### config.mk
export PLATFORM = sky130hd
export DESIGN_NAME = knight_tour_warnsdorff_top_flat
export DESIGN_NICKNAME = d
export VERILOG_FILES = /design/src/rtl/kt_pkg.sv /design/src/rtl/kt_if.sv /design/src/rtl/kt_ctrl.sv /design/src/rtl/kt_dp.sv /design/src/rtl/knight_tour_warnsdorff_top.sv /design/src/flat_wrapper.sv
export SDC_FILE = /design/constraint.sdc
export NUM_CORES = 1
export LEC_CHECK = 0
export CAP_MARGIN = 0
export CORE_MARGIN = 2
export CORE_UTILIZATION = 50
export CTS_BUF_LIST = sky130_fd_sc_hd__clkbuf_4
export DETAILED_ROUTE_END_ITERATION = 16
export DONT_BUFFER_PORTS = 1
export GPL_ROUTABILITY_DRIVEN = 1
export SYNTH_ARGS = -nofsm -noshare
export SYNTH_HDL_FRONTEND = slang
export SYNTH_HIERARCHICAL = 1
export SYNTH_SLANG_ARGS = --single-unit
### constraint.sdc
create_clock -name clk_i -period 27 [get_ports clk_i]
set_input_delay 4.05 -clock clk_i [delete_from_list [all_inputs] [get_ports clk_i]]
set_output_delay 4.05 -clock clk_i [all_outputs]
set_load 0.01 [all_outputs]
### src/rtl/kt_pkg.sv
`timescale 1ns / 1ps
`default_nettype none

package kt_pkg;

  // Board geometry. Coordinates on the ports stay 3 bits wide for every size.
  localparam int BoardSize = 8;
  localparam int CoordW    = $clog2(BoardSize);
  localparam int Total     = BoardSize * BoardSize;
  localparam int CntW      = $clog2(Total + 1);
  localparam int StepW     = 6;
  localparam int PosW      = CoordW + 2;
  localparam int NumMoves  = 8;
  localparam int DegW      = 4;

  // Degree value that no real candidate can reach: no square chosen yet.
  localparam logic [DegW-1:0] NoChoice = DegW'(9);

  typedef logic signed [PosW-1:0] pos_t;

  // Knight moves in the fixed search order.
  localparam logic signed [2:0] MoveDr [NumMoves] =
    '{3'sd2, 3'sd1, -3'sd1, -3'sd2, -3'sd2, -3'sd1, 3'sd1, 3'sd2};
  localparam logic signed [2:0] MoveDc [NumMoves] =
    '{3'sd1, 3'sd2, 3'sd2, 3'sd1, -3'sd1, -3'sd2, -3'sd2, -3'sd1};

  function automatic logic on_board(pos_t v);
    return !v[PosW-1] && (v < pos_t'(BoardSize));
  endfunction

  typedef struct packed {
    logic load_start;
    logic clear_row;
    logic emit_start;
    logic move_init;
    logic start_cand;
    logic next_cand;
    logic rd_issue;
    logic acc;
    logic decide;
    logic commit;
  } cmd_t;

  typedef struct packed {
    logic clear_done;
    logic off_board;
    logic cand_ok;
    logic k_last;
    logic i_last;
    logic no_choice;
    logic tour_done;
    logic out_free;
  } sts_t;

endpackage

`default_nettype wire

### src/rtl/kt_if.sv
`timescale 1ns / 1ps
`default_nettype none

interface kt_in_if;
  logic       valid;
  logic       ready;
  logic [2:0] start_row;
  logic [2:0] start_col;

  modport source (output valid, output start_row, output start_col, input ready);
  modport sink   (input valid, input start_row, input start_col, output ready);
endinterface

interface kt_out_if;
  logic       valid;
  logic       ready;
  logic [2:0] row;
  logic [2:0] col;
  logic [5:0] step;
  logic       failed;
  logic       last;

  modport source (output valid, output row, output col, output step, output failed,
                  output last, input ready);
  modport sink   (input valid, input row, input col, input step, input failed,
                  input last, output ready);
endinterface

`default_nettype wire

### src/rtl/kt_ctrl.sv
`timescale 1ns / 1ps
`default_nettype none

module kt_ctrl (
  input  wire logic          clk_i,
  input  wire logic          rst_ni,
  input  wire logic          in_valid_i,
  output logic               in_ready_o,
  input  wire kt_pkg::sts_t  sts_i,
  output kt_pkg::cmd_t       cmd_o
);

  typedef enum logic [8:0] {
    S_IDLE      = 9'b000000001,
    S_CLEAR     = 9'b000000010,
    S_START     = 9'b000000100,
    S_MOVE_INIT = 9'b000001000,
    S_CAND      = 9'b000010000,
    S_RD        = 9'b000100000,
    S_ACC       = 9'b001000000,
    S_DECIDE    = 9'b010000000,
    S_COMMIT    = 9'b100000000
  } state_e;

  state_e state_q, state_d;

  always_ff @(posedge clk_i or negedge rst_ni) begin
    if (!rst_ni) begin
      state_q <= S_IDLE;
    end else begin
      state_q <= state_d;
    end
  end

  always_comb begin
    state_d    = state_q;
    cmd_o      = '0;
    in_ready_o = 1'b0;
    unique case (state_q)
      S_IDLE: begin
        in_ready_o = 1'b1;
        if (in_valid_i) begin
          cmd_o.load_start = 1'b1;
          state_d          = S_CLEAR;
        end
      end
      S_CLEAR: begin
        cmd_o.clear_row = 1'b1;
        if (sts_i.clear_done) begin
          state_d = S_START;
        end
      end
      S_START: begin
        if (sts_i.out_free) begin
          cmd_o.emit_start = 1'b1;
          state_d          = sts_i.off_board ? S_IDLE : S_MOVE_INIT;
        end
      end
      S_MOVE_INIT: begin
        cmd_o.move_init = 1'b1;
        state_d         = S_CAND;
      end
      S_CAND: begin
        if (sts_i.cand_ok) begin
          cmd_o.start_cand = 1'b1;
          state_d          = S_RD;
        end else if (sts_i.i_last) begin
          state_d = S_COMMIT;
        end else begin
          cmd_o.next_cand = 1'b1;
        end
      end
      S_RD: begin
        cmd_o.rd_issue = 1'b1;
        state_d        = S_ACC;
      end
      S_ACC: begin
        cmd_o.acc = 1'b1;
        state_d   = sts_i.k_last ? S_DECIDE : S_RD;
      end
      S_DECIDE: begin
        cmd_o.decide = 1'b1;
        if (sts_i.i_last) begin
          state_d = S_COMMIT;
        end else begin
          cmd_o.next_cand = 1'b1;
          state_d         = S_CAND;
        end
      end
      S_COMMIT: begin
        if (sts_i.out_free) begin
          cmd_o.commit = 1'b1;
          state_d      = (sts_i.no_choice || sts_i.tour_done) ? S_IDLE : S_MOVE_INIT;
        end
      end
      default: begin
        state_d = S_IDLE;
      end
    endcase
  end

endmodule

`default_nettype wire

### src/rtl/kt_dp.sv
`timescale 1ns / 1ps
`default_nettype none

module kt_dp (
  input  wire logic          clk_i,
  input  wire logic          rst_ni,
  input  wire logic [2:0]    start_row_i,
  input  wire logic [2:0]    start_col_i,
  input  wire kt_pkg::cmd_t  cmd_i,
  output kt_pkg::sts_t       sts_o,
  output logic               out_valid_o,
  input  wire logic          out_ready_i,
  output logic [2:0]         out_row_o,
  output logic [2:0]         out_col_o,
  output logic [5:0]         out_step_o,
  output logic               out_failed_o,
  output logic               out_last_o
);

  localparam int BoardSize = kt_pkg::BoardSize;
  localparam int CoordW    = kt_pkg::CoordW;
  localparam int CntW      = kt_pkg::CntW;
  localparam int DegW      = kt_pkg::DegW;

  // Visited map, one row of squares per word.
  logic [BoardSize-1:0] mem_q [BoardSize];
  logic [BoardSize-1:0] rd_word_q;

  logic [2:0]           sr_q, sc_q;
  logic [CoordW-1:0]    clr_cnt_q;
  logic [CoordW-1:0]    cur_row_q, cur_col_q;
  logic [CntW-1:0]      step_cnt_q;
  logic [2:0]           i_q;
  logic [2:0]           k_q;
  logic [DegW-1:0]      cnt_q, best_q;
  logic                 cand_free_q;
  logic [BoardSize-1:0] cand_word_q, best_word_q;
  logic [CoordW-1:0]    br_q, bc_q;

  logic                 out_valid_q;
  logic [2:0]           out_row_q, out_col_q;
  logic [5:0]           out_step_q;
  logic                 out_failed_q, out_last_q;

  kt_pkg::pos_t nr, nc, wr, d_off;
  logic         row_ok, off_board, out_free, tour_done, last_move;
  logic [DegW-1:0] add_cnt;

  logic                 mem_we;
  logic [CoordW-1:0]    mem_wa;
  logic [BoardSize-1:0] mem_wd;

  assign nr = kt_pkg::pos_t'(cur_row_q) + kt_pkg::pos_t'(kt_pkg::MoveDr[i_q]);
  assign nc = kt_pkg::pos_t'(cur_col_q) + kt_pkg::pos_t'(kt_pkg::MoveDc[i_q]);
  // Rows of the onward squares lie from two above to two below the candidate.
  assign d_off  = kt_pkg::pos_t'(k_q) - kt_pkg::pos_t'(2);
  assign wr     = nr + d_off;
  assign row_ok = kt_pkg::on_board(wr);

  assign off_board = ({1'b0, sr_q} >= (CoordW + 1)'(BoardSize)) ||
                     ({1'b0, sc_q} >= (CoordW + 1)'(BoardSize));
  assign out_free  = !out_valid_q || out_ready_i;
  assign last_move = ({1'b0, step_cnt_q} + (CntW + 1)'(1)) >= (CntW + 1)'(kt_pkg::Total);
  assign tour_done = last_move;

  always_comb begin
    add_cnt = '0;
    for (int j = 0; j < kt_pkg::NumMoves; j++) begin
      kt_pkg::pos_t c;
      c = nc + kt_pkg::pos_t'(kt_pkg::MoveDc[j]);
      if ((kt_pkg::pos_t'(kt_pkg::MoveDr[j]) == d_off) && row_ok && kt_pkg::on_board(c) &&
          !rd_word_q[c[CoordW-1:0]]) begin
        add_cnt = add_cnt + DegW'(1);
      end
    end
  end

  always_comb begin
    sts_o.clear_done = (clr_cnt_q == CoordW'(BoardSize - 1));
    sts_o.off_board  = off_board;
    sts_o.cand_ok    = kt_pkg::on_board(nr) && kt_pkg::on_board(nc);
    sts_o.k_last     = (k_q == 3'd4);
    sts_o.i_last     = (i_q == 3'(kt_pkg::NumMoves - 1));
    sts_o.no_choice  = (best_q == kt_pkg::NoChoice);
    sts_o.tour_done  = tour_done;
    sts_o.out_free   = out_free;
  end

  // One write port: row clear, start mark, or mark of the chosen square.
  always_comb begin
    mem_we = 1'b0;
    mem_wa = clr_cnt_q;
    mem_wd = '0;
    if (cmd_i.clear_row) begin
      mem_we = 1'b1;
    end else if (cmd_i.emit_start && !off_board) begin
      mem_we = 1'b1;
      mem_wa = sr_q[CoordW-1:0];
      mem_wd = BoardSize'(1) << sc_q[CoordW-1:0];
    end else if (cmd_i.commit && (best_q != kt_pkg::NoChoice)) begin
      mem_we = 1'b1;
      mem_wa = br_q;
      mem_wd = best_word_q | (BoardSize'(1) << bc_q);
    end
  end

  always_ff @(posedge clk_i) begin
    if (mem_we) begin
      mem_q[mem_wa] <= mem_wd;
    end
    if (cmd_i.rd_issue) begin
      rd_word_q <= mem_q[wr[CoordW-1:0]];
    end
  end

  always_ff @(posedge clk_i) begin
    if (cmd_i.load_start) begin
      sr_q      <= start_row_i;
      sc_q      <= start_col_i;
      clr_cnt_q <= '0;
    end else if (cmd_i.clear_row) begin
      clr_cnt_q <= clr_cnt_q + CoordW'(1);
    end

    if (cmd_i.emit_start) begin
      cur_row_q  <= sr_q[CoordW-1:0];
      cur_col_q  <= sc_q[CoordW-1:0];
      step_cnt_q <= CntW'(1);
    end else if (cmd_i.commit && (best_q != kt_pkg::NoChoice)) begin
      cur_row_q  <= br_q;
      cur_col_q  <= bc_q;
      step_cnt_q <= step_cnt_q + CntW'(1);
    end

    if (cmd_i.move_init) begin
      i_q    <= '0;
      best_q <= kt_pkg::NoChoice;
    end else if (cmd_i.next_cand) begin
      i_q <= i_q + 3'd1;
    end

    if (cmd_i.start_cand) begin
      k_q         <= '0;
      cnt_q       <= '0;
      cand_free_q <= 1'b0;
    end else if (cmd_i.acc) begin
      k_q   <= k_q + 3'd1;
      cnt_q <= cnt_q + add_cnt;
      if (d_off == kt_pkg::pos_t'(0)) begin
        cand_free_q <= !rd_word_q[nc[CoordW-1:0]];
        cand_word_q <= rd_word_q;
      end
    end

    if (cmd_i.decide && cand_free_q && (cnt_q < best_q)) begin
      best_q      <= cnt_q;
      br_q        <= nr[CoordW-1:0];
      bc_q        <= nc[CoordW-1:0];
      best_word_q <= cand_word_q;
    end
  end

  // Output register.
  always_ff @(posedge clk_i or negedge rst_ni) begin
    if (!rst_ni) begin
      out_valid_q <= 1'b0;
    end else if (cmd_i.emit_start || cmd_i.commit) begin
      out_valid_q <= 1'b1;
    end else if (out_ready_i) begin
      out_valid_q <= 1'b0;
    end
  end

  always_ff @(posedge clk_i) begin
    if (cmd_i.emit_start) begin
      if (off_board) begin
        out_row_q    <= '0;
        out_col_q    <= '0;
        out_failed_q <= 1'b1;
        out_last_q   <= 1'b1;
      end else begin
        out_row_q    <= sr_q;
        out_col_q    <= sc_q;
        out_failed_q <= 1'b0;
        out_last_q   <= (kt_pkg::Total <= 1);
      end
      out_step_q <= '0;
    end else if (cmd_i.commit) begin
      if (best_q == kt_pkg::NoChoice) begin
        out_row_q    <= '0;
        out_col_q    <= '0;
        out_failed_q <= 1'b1;
        out_last_q   <= 1'b1;
      end else begin
        out_row_q    <= 3'(br_q);
        out_col_q    <= 3'(bc_q);
        out_failed_q <= 1'b0;
        out_last_q   <= last_move;
      end
      out_step_q <= step_cnt_q[5:0];
    end
  end

  assign out_valid_o  = out_valid_q;
  assign out_row_o    = out_row_q;
  assign out_col_o    = out_col_q;
  assign out_step_o   = out_step_q;
  assign out_failed_o = out_failed_q;
  assign out_last_o   = out_last_q;

endmodule

`default_nettype wire

### src/rtl/knight_tour_warnsdorff_top.sv
// Knight's tour generator using Warnsdorff's rule.
// The input channel carries one start square per transaction (start_row,
// start_col). Each accepted transaction starts a tour: the visited map is
// cleared, the start square is marked and sent out as step 0, and then each
// chosen square follows in visit order on the output channel. The final
// result of a tour carries last; a dead end ends the tour with one result
// that has failed and last set and row and column zero.
// The visited map is an 8-word memory, one word per board row, with a
// registered read. It is cleared one row at a time before the start square
// is sent out. Each move scans the eight candidate squares; a candidate off
// the board is skipped without any read, and for one on the board the five
// rows around it are read and counted in turn, one row after the other.
// A new start square is taken only when the previous tour has finished.
// The output is a register, so the last result of a tour may wait to be
// taken while the next start square is already accepted. When the receiver
// stalls, the engine holds before writing the next result, and no result is
// dropped or repeated. Reset returns the engine to idle and empties the
// output register; the map needs no reset since every tour clears it.
`timescale 1ns / 1ps
`default_nettype none

module knight_tour_warnsdorff_top (
  input  wire logic clk_i,
  input  wire logic rst_ni,
  kt_in_if.sink     in_i,
  kt_out_if.source  out_o
);

  kt_pkg::cmd_t cmd;
  kt_pkg::sts_t sts;

  kt_ctrl u_ctrl (
    .clk_i      (clk_i),
    .rst_ni     (rst_ni),
    .in_valid_i (in_i.valid),
    .in_ready_o (in_i.ready),
    .sts_i      (sts),
    .cmd_o      (cmd)
  );

  kt_dp u_dp (
    .clk_i        (clk_i),
    .rst_ni       (rst_ni),
    .start_row_i  (in_i.start_row),
    .start_col_i  (in_i.start_col),
    .cmd_i        (cmd),
    .sts_o        (sts),
    .out_valid_o  (out_o.valid),
    .out_ready_i  (out_o.ready),
    .out_row_o    (out_o.row),
    .out_col_o    (out_o.col),
    .out_step_o   (out_o.step),
    .out_failed_o (out_o.failed),
    .out_last_o   (out_o.last)
  );

endmodule

`default_nettype wire

### src/flat_wrapper.sv
// flat-port wrapper written by rule: the top's interface ports become plain ports
module knight_tour_warnsdorff_top_flat 
  (clk_i, rst_ni, in_i_valid, in_i_start_row, in_i_start_col, in_i_ready, out_o_valid, out_o_row, out_o_col, out_o_step, out_o_failed, out_o_last, out_o_ready);
  kt_in_if in_i_i ();
  kt_out_if out_o_i ();
  input  wire logic clk_i;
  input  wire logic rst_ni;
  input wire logic [$bits(in_i_i.valid)-1:0] in_i_valid;
  input wire logic [$bits(in_i_i.start_row)-1:0] in_i_start_row;
  input wire logic [$bits(in_i_i.start_col)-1:0] in_i_start_col;
  output wire logic [$bits(in_i_i.ready)-1:0] in_i_ready;
  output wire logic [$bits(out_o_i.valid)-1:0] out_o_valid;
  output wire logic [$bits(out_o_i.row)-1:0] out_o_row;
  output wire logic [$bits(out_o_i.col)-1:0] out_o_col;
  output wire logic [$bits(out_o_i.step)-1:0] out_o_step;
  output wire logic [$bits(out_o_i.failed)-1:0] out_o_failed;
  output wire logic [$bits(out_o_i.last)-1:0] out_o_last;
  input wire logic [$bits(out_o_i.ready)-1:0] out_o_ready;
  assign in_i_i.valid = in_i_valid;
  assign in_i_i.start_row = in_i_start_row;
  assign in_i_i.start_col = in_i_start_col;
  assign in_i_ready = in_i_i.ready;
  assign out_o_valid = out_o_i.valid;
  assign out_o_row = out_o_i.row;
  assign out_o_col = out_o_i.col;
  assign out_o_step = out_o_i.step;
  assign out_o_failed = out_o_i.failed;
  assign out_o_last = out_o_i.last;
  assign out_o_i.ready = out_o_ready;
  knight_tour_warnsdorff_top u_core (.clk_i(clk_i), .rst_ni(rst_ni), .in_i(in_i_i), .out_o(out_o_i));
endmodule
## Yosys cells after proc, flatten, opt, wreduce, memory -nomap -nowiden

Memory sizes are Yosys's and may differ from the RTL's. A register that Yosys moved wholly into a read port is not among the register bits.
Cells that the tools add are included.

- Memories kept: 3
- Input port bits: 10
- Bits in writable memories: 64
- Bits in latches: 0
- Memory bits (read-only): 48
- Bits in registers: 83
- Output and inout bits: 16

Memory list:

| memory | words | width | read ports | clocked after memory_dff | write ports | line | source |
|---|---|---|---|---|---|---|---|
| u_core.u_dp.mem_q | 8 | 8 | 1 | 1 | 1 | kt_dp.sv:26 | `logic [BoardSize-1:0] mem_q [BoardSize];` |
| (no name shown) | 8 | 3 | 1 | 0 | 0 | kt_dp.sv:54 | `assign nc = kt_pkg::pos_t'(cur_col_q) + kt_pkg::pos_t'(kt_pkg::MoveDc[i_q]);` |
| (no name shown) | 8 | 3 | 1 | 0 | 0 | kt_dp.sv:53 | `assign nr = kt_pkg::pos_t'(cur_row_q) + kt_pkg::pos_t'(kt_pkg::MoveDr[i_q]);` |

- Add/subtract/negate cells: 21
- Bitwise operators: 3
- Magnitude comparators: 15
- Multiplexer cells: 80
- Reduce and logical (&&, ||, !) cells: 55
- Shift-type cells: 2
- $mul: 0
- Div/mod/pow operators: 0
- Eq/ne operators: 23

Operator list:

| kind | number |
|---|---|
| 9-bit one-hot mux with 9 select lines | 1 |
| 9-bit two-way mux | 7 |
| 3-bit two-way mux | 17 |
| 4-bit two-way mux | 10 |
| 5-bit < comparator, second input constant | 7 |
| 1-bit two-way mux | 35 |
| 8-bit two-way mux | 4 |
| 1-bit logical AND | 31 |
| 4-bit by 1-bit adder with 4-bit output, second input constant | 7 |
| 3-bit by 5-bit < comparator with 1-bit output, second input constant | 5 |
| 1-bit by 3-bit << shifter with 8-bit output, first input constant | 2 |
| 1-bit binary-select mux with 3-bit select | 5 |
| 1-bit zero test | 13 |
| 4-bit by 3-bit adder with 5-bit output | 2 |
| 5-bit by 2-bit adder with 5-bit output, second input constant | 2 |
| 3-bit by 1-bit adder with 3-bit output, second input constant | 3 |
| 3-bit equality test, second input constant | 3 |
| 9-bit by 1-bit equality test with 1-bit output, second input constant | 1 |
| 9-bit by 2-bit equality test with 1-bit output, second input constant | 1 |
| 9-bit by 3-bit equality test with 1-bit output, second input constant | 1 |
| 9-bit by 4-bit equality test with 1-bit output, second input constant | 1 |
| 9-bit by 5-bit equality test with 1-bit output, second input constant | 1 |
| 9-bit by 6-bit equality test with 1-bit output, second input constant | 1 |
| 9-bit by 7-bit equality test with 1-bit output, second input constant | 1 |
| 30 further kinds | 38 |

## Longest topological paths before layout

- Word-level depth: 27
- Gate-level depth with buffers: 39
- Mapped depth without buffers: 38

## Modules after synthesis

The synthesis kept the hierarchy.

By module, submodules not included:

| module | area an instance (sq um) | sequential area each (sq um) | times used | cells each |
|---|---|---|---|---|
| kt_dp | 8016.4 | 4088.9 | 1 | 643 |
| kt_ctrl | 747.0 | 226.5 | 1 | 88 |

## Worst setup path before layout

OpenSTA, ideal clock, no wires.

- Path type: register to register
- Start: reg u_core.u_dp.i_q[0]
- End: reg u_core.u_dp.cnt_q[3]
- Library setup time: 0.127 ns
- Cell stages (with the launch flop): 39
- Data arrival time: 8.565 ns
- Clock period less this slack: 8.692 ns
- Data required time: 26.873 ns
- Slack: 18.308 ns
- Cell sequence: dfxtp_1 inv_1 ha_1 ha_1 inv_1 fa_1 buf_2 inv_1 ha_1 mux4_2 or3_1 nand4_1 mux2_2 nand2_1 nor2_1 ha_1 clkbuf_1 xor2_2 [... 3 more ...] o2bb2ai_1 nor2_1 ha_1 xnor3_1 or3_1 o211a_1 ha_1 mux2_2 ha_1 a21o_1 a21oi_1 inv_1 and4_1 a221oi_1 o211ai_2 mux2_1 a31oi_1 nand4_1

- Word-level cells in the longest chain between the ends: 27
- Elaborated cells between the ends (all ways): 90
- Classes of those cells: 15 x add/sub; 7 x order compare; 26 x mux; 1 x bitwise; 39 x reduce/logical; 2 x memory

RTL lines:

| element | line | source |
|---|---|---|
| start: declaration | kt_dp.sv:33 | `logic [2:0] i_q;` |
| start signal: assignment | kt_dp.sv:139 | `i_q <= i_q + 3'd1;` |
| 3-bit inverter with 4-bit output (not written as such) * | kt_dp.sv:54 |  |
| memory read 8 x 3 bit * | -- |  |
| 3-bit two-way mux (not written as such) * (2 in series) | kt_dp.sv:54 |  |
| 4-bit by 3-bit adder with 5-bit output * | kt_dp.sv:54 |  |
| named net u_core.u_dp.nc[1] | kt_dp.sv:45 | `kt_pkg::pos_t nr, nc, wr, d_off;` |
| 5-bit by 2-bit adder with 5-bit output | kt_dp.sv:70 | `c = nc + kt_pkg::pos_t'(kt_pkg::MoveDc[j]);` |
| 1-bit binary-select mux with 3-bit select | kt_dp.sv:72 | `!rd_word_q[c[CoordW-1:0]]) begin` |
| 1-bit two-way mux (not written as such) (2 in series) | kt_dp.sv:72 |  |
| [... 10 more ...] | -- |  |
| 4-bit two-way mux | kt_dp.sv:71 | `if ((kt_pkg::pos_t'(kt_pkg::MoveDr[j]) == d_off) && row_ok && kt_pkg::on_board(c) &&` |
| 4-bit by 1-bit adder with 4-bit output | kt_dp.sv:73 | `add_cnt = add_cnt + DegW'(1);` |
| 4-bit two-way mux | kt_dp.sv:71 |  |
| 4-bit by 1-bit adder with 4-bit output | kt_dp.sv:73 |  |
| 4-bit two-way mux | kt_dp.sv:71 |  |
| 4-bit by 1-bit adder with 4-bit output | kt_dp.sv:73 |  |
| 4-bit two-way mux | kt_dp.sv:71 |  |
| 4-bit adder | kt_dp.sv:148 | `cnt_q <= cnt_q + add_cnt;` |
| end signal: assignment | kt_dp.sv:148 |  |
| end: declaration | kt_dp.sv:35 | `logic [DegW-1:0] cnt_q, best_q;` |

The timed path passes the listed nets; every way through them passes the cells marked *. The select of a mux whose other input is x is not followed.
A chain may end at the register's enable or synchronous reset.

## Worst setup path in the final report

Same ends and word-level chain as after synthesis.

==> flow_summary_export.csv <==
group,metric,value,unit
outcome,status,"finished clean",
setup_path,timing.critical_path.slowest_stage_cell,"fa_1",
synth,synth-edff-count,116,
synth,async_flop_share,6.45,%
synth,ys.warnings.count,6,
placed_design,placement.cell_area,8940,um2
min_path,hp-class,"reg2reg",
routing,viasPerCell,5.90,
synth,synth_xor_xnor_area_share,5.18,%
sta,slew_headroom,20.2,%
setup_path,critical_path.startpoint_type,"register",
placed_design,routability_congestion,0.851,
synth,ys_ff_latch,155,
min_path,holdCritStartpoint,"u_core/u_dp/cand_word_q[2]",
placed_design,placement.io_buffers,0,
finish,multiInputGateArea,4160,um2
finish,register_area,4320,um2
grt,grt.total_usage,21.3,%
clocking,number_of_instances_resized_during_post_cts_repair,0,
pwr,pwr-share-comb,57.5,%
sta,worstMarginPinSlew,1.19,ns
synth,top_area_cell_type_share_of_the_netlist_area,39.7,%
finish,layout-drive-gt1-share,13.3,%
finish,filler_cell_count,1457,
synth,share_of_the_synthesized_area_in_compound_gates_ao_oa_aoi_oai,9.28,%
sta,fin_worst_skew,0.0302,ns
synth,synth_top_family_by_area,"simple AND/OR/NAND/NOR gates",
die,die_area,18600,um2
pwr,areal_power_density_over_the_cells,113,nW/um2
grt,overflow,0,
pwr,netSwitchingFraction,41.3,%
clocking,tritoncts,"yes",
synth,netlist_top_cells_area,"edfxtp_1 40%, mux4_2 6.7%, dfxtp_1 6.6%",
clocking,cts_max_path_buffers,2,
routing,drt_first_iter_violations,404,
sta,grt_setup_unrepaired,"false",
pwr,finalPower,1.04,mW
routing,antenna_violating_nets_post_route,0,
setup_path,path_common_cell,"ha_1",
setup_path,critical_path.max_fanout,11,
routing,post-route-drc-count,0,
routing,drt_first_pass_iters,5,
synth,syn_area,8760,um2
synth,dominantRegCellSynth,"edfxtp_1",
clocking,cts_root_buffer,"clkbuf_4",
synth,netlist_instances,731,
sta,fin_crit_sh,35.3,%
synth,syn_avg_cell_area,12.0,um2
sta,final.min_clock_period,9.54,ns
setup_path,required_time_of_the_critical_path,27.44,ns
finish,num-nets-final,784,
pwr,irDropWorstVdd,83.8,uV
clocking,clk-insertion-delay-late,0.55,ns
flow_run,max_cap_viol_count,0,
die,initial_core_util,50.8,%
routing,vias,5688,
setup_path,critical_path.endpoint_type,"register",
synth,post_synth_mux_area_share,10.3,%
clocking,post-cts-setup-buffer-count,0,
grt,grt_start_max_net_pins,41,
synth,leading_cell_type_by_number_of_instances_after_synthesis,"edfxtp_1",
clocking,postCtsHoldBufs,0,
synth,netlist_top_cells_count,"116 x edfxtp_1, 72 x nor2_1, 45 x ha_1, 43 x inv_1, 42 x nand2_1",
grt,grt_pass1_wl,29.7,mm
die,floorplan.core_area,17200,um2
setup_path,timing.critical_path.from,"u_core/u_dp/i_q[0]",
setup_path,worstPathArrival,9.98,ns
sta,final.setup.tns,0,ns
grt,first_global_vias,5560,
synth,post_synthesis_net_count,790,
clocking,clk_transition_reported_paths,0.14,ns
die,die_y,136,um
clocking,clkSinkCount,155,
setup_path,timing.critical_path.slowest_cell_delay,0.87,ns
placed_design,dpl.hpwl,13.6,mm
die,num_rows,48,
synth,largest_area_contributor_in_the_synthesized_netlist,"edfxtp_1",
die,die-width,136,um
routing,routed_wirelength,18.5,mm
synth,post_synth_fa_ha_maj_area_fraction,7.34,%
sta,report.final.setup_viol,0,
pwr,p_int,0.614,mW
finish,synthToLayoutAreaGrowth,5.44,%
pwr,power_frac_clock,13.5,%
synth,ys_types,92,
setup_path,worst-setup-path-type,"reg2reg",
clocking,cts_buffers,17,
synth,synth_sequential_area_ratio,49.2,%
clocking,level_count_of_the_clock_h_tree,4,
setup_path,worstReg2RegStart,"u_core/u_dp/i_q[0]",
pwr,total_leakage_power,3.54,nW
routing,routed_wire_length_per_instance,19.2,um
die,top_level_ports,26,
pwr,net_switching,0.431,mW
sta,timing_max_transition_violations_final,0,
finish,finalInstanceArea,9240,um2
sta,maximum_frequency_from_static_timing_analysis,0.105,GHz
pwr,power_frac_seq,28.9,%
grt,number_of_antenna_violations_at_the_first_check_in_global_routing,2,
synth,post_synth_and_or_nand_nor_area_fraction,15.1,%
sta,hold_viol,0,
metrics by stage:
stage / utilization, % / worst slack [ns] / hold WS, ns / instances
finish: 53.6 / 17.46 / 0.428 / 964
global route: 53.6 / 16.66 / 0.432 / 964
CTS: 53.6 / 17.44 / 0.424 / 963
detailed placement: 51.9 / 17.44 / 0.407 / 931
global placement: 51.9 / 17.78 / 0.404 / 931
floorplan: - / 18.31 / 0.400 / 731
state kept, by name, summed over array words and instances, names as in the netlist, 3 cells and up:
signal and cells:
u_core/u_dp/mem_q 64, u_core/u_ctrl/state_q 9, u_core/u_dp/cur_col_q 3, u_core/u_dp/best_word_q 8
u_core/u_dp/out_step_o 6, u_core/u_dp/sr_q 3, u_core/u_dp/step_cnt_q 7, u_core/u_dp/clr_cnt_q 3
u_core/u_dp/bc_q 3, u_core/u_dp/rd_word_q 8, u_core/u_dp/out_row_o 3, u_core/u_dp/out_col_o 3
u_core/u_dp/sc_q 3, u_core/u_dp/k_q 3, u_core/u_dp/cand_word_q 8, u_core/u_dp/i_q 3
u_core/u_dp/cnt_q 4, u_core/u_dp/cur_row_q 3, u_core/u_dp/best_q 4, u_core/u_dp/br_q 3
area by class of cell:
class | instances | area share (%)
repair buffers | 3 | 0.244
multi-input cells | 503 | 45.0
clock inverters | 14 | 1.71
flip-flops and latches | 155 | 46.7
well taps | 225 | 3.05
inverters | 45 | 1.83
diodes | 1 | 0.0271
clock buffers | 18 | 1.46
cell families after synthesis:
family,count (synthesis)
and+or+nand+nor,247
DFF,155
AOI/OAI and AO/OA,113
buffers and inverters,73
muxes,56
adders and majority gates,49
xor gates and xnor gates,37
other,1
placed cells by master, fill, tap and decap left out, types with 12 or more instances in the layout:
master    Yosys  layout
nor2_1       72      72
mux2i_1      16      16
mux2_2       12      12
o21ai_0      21      21
dfxtp_1      29      29
clkbuf_4      0      18
inv_1        43      43
ha_1         45      45
xnor2_1      18      18
edfxtp_1    116     116
a21oi_1      22      22
nand2_1      42      42
nor3_1       14      14
nand2b_1     14      14
mux4_2       26      26
worst paths after layout:
path / slack (ns) / end / cells after the start
setup / recovery: 17.46 / u_core/u_dp/cnt_q[3] / 36
hold / removal: 0.43 / u_core/u_dp/best_word_q[2] / 0
setup reg to reg: 17.46 / u_core/u_dp/cnt_q[3] / 36
hold reg to reg: 0.43 / u_core/u_dp/best_word_q[2] / 0
max in group asynchronous: 23.65 / u_core/u_ctrl/state_q[0] / 0
min in group asynchronous: 3.18 / u_core/u_ctrl/state_q[1] / 0
metal layers:
layer | vias to the layer above | share of wire, % | wire length, um | global-route usage [%]
met5 | - | 0 | 0 | 0
li1 | 2704 | - | - | -
met1 | 2836 | 45 | 8380 | 28.6
met3 | 25 | 3.7 | 679 | 4.03
met2 | 123 | 49 | 9100 | 35.4
met4 | 0 | 1.9 | 347 | 6.02
critical path, delay by kind of cell, from the launching register on:
family / cells / cell delay (ns)
fa+ha+maj: 9 / 3.34
simple gates: 8 / 1.47
compound gates: 7 / 1.41
mux: 4 / 1.16
xor+xnor: 3 / 1.13
buf+inv: 5 / 0.51
flops: 1 / 0.41
power by group through the flow:
stage          clock [mW]  combinational [mW]  sequential [mW]
2_1_floorplan           0               0.487            0.301
3_3_place_gp            0               0.585            0.307
3_5_place_dp            0               0.601            0.308
4_1_cts             0.146               0.603            0.303
5_1_grt             0.157               0.658            0.305
6_report            0.141               0.601            0.302
(Power assumes the default switching activity.)
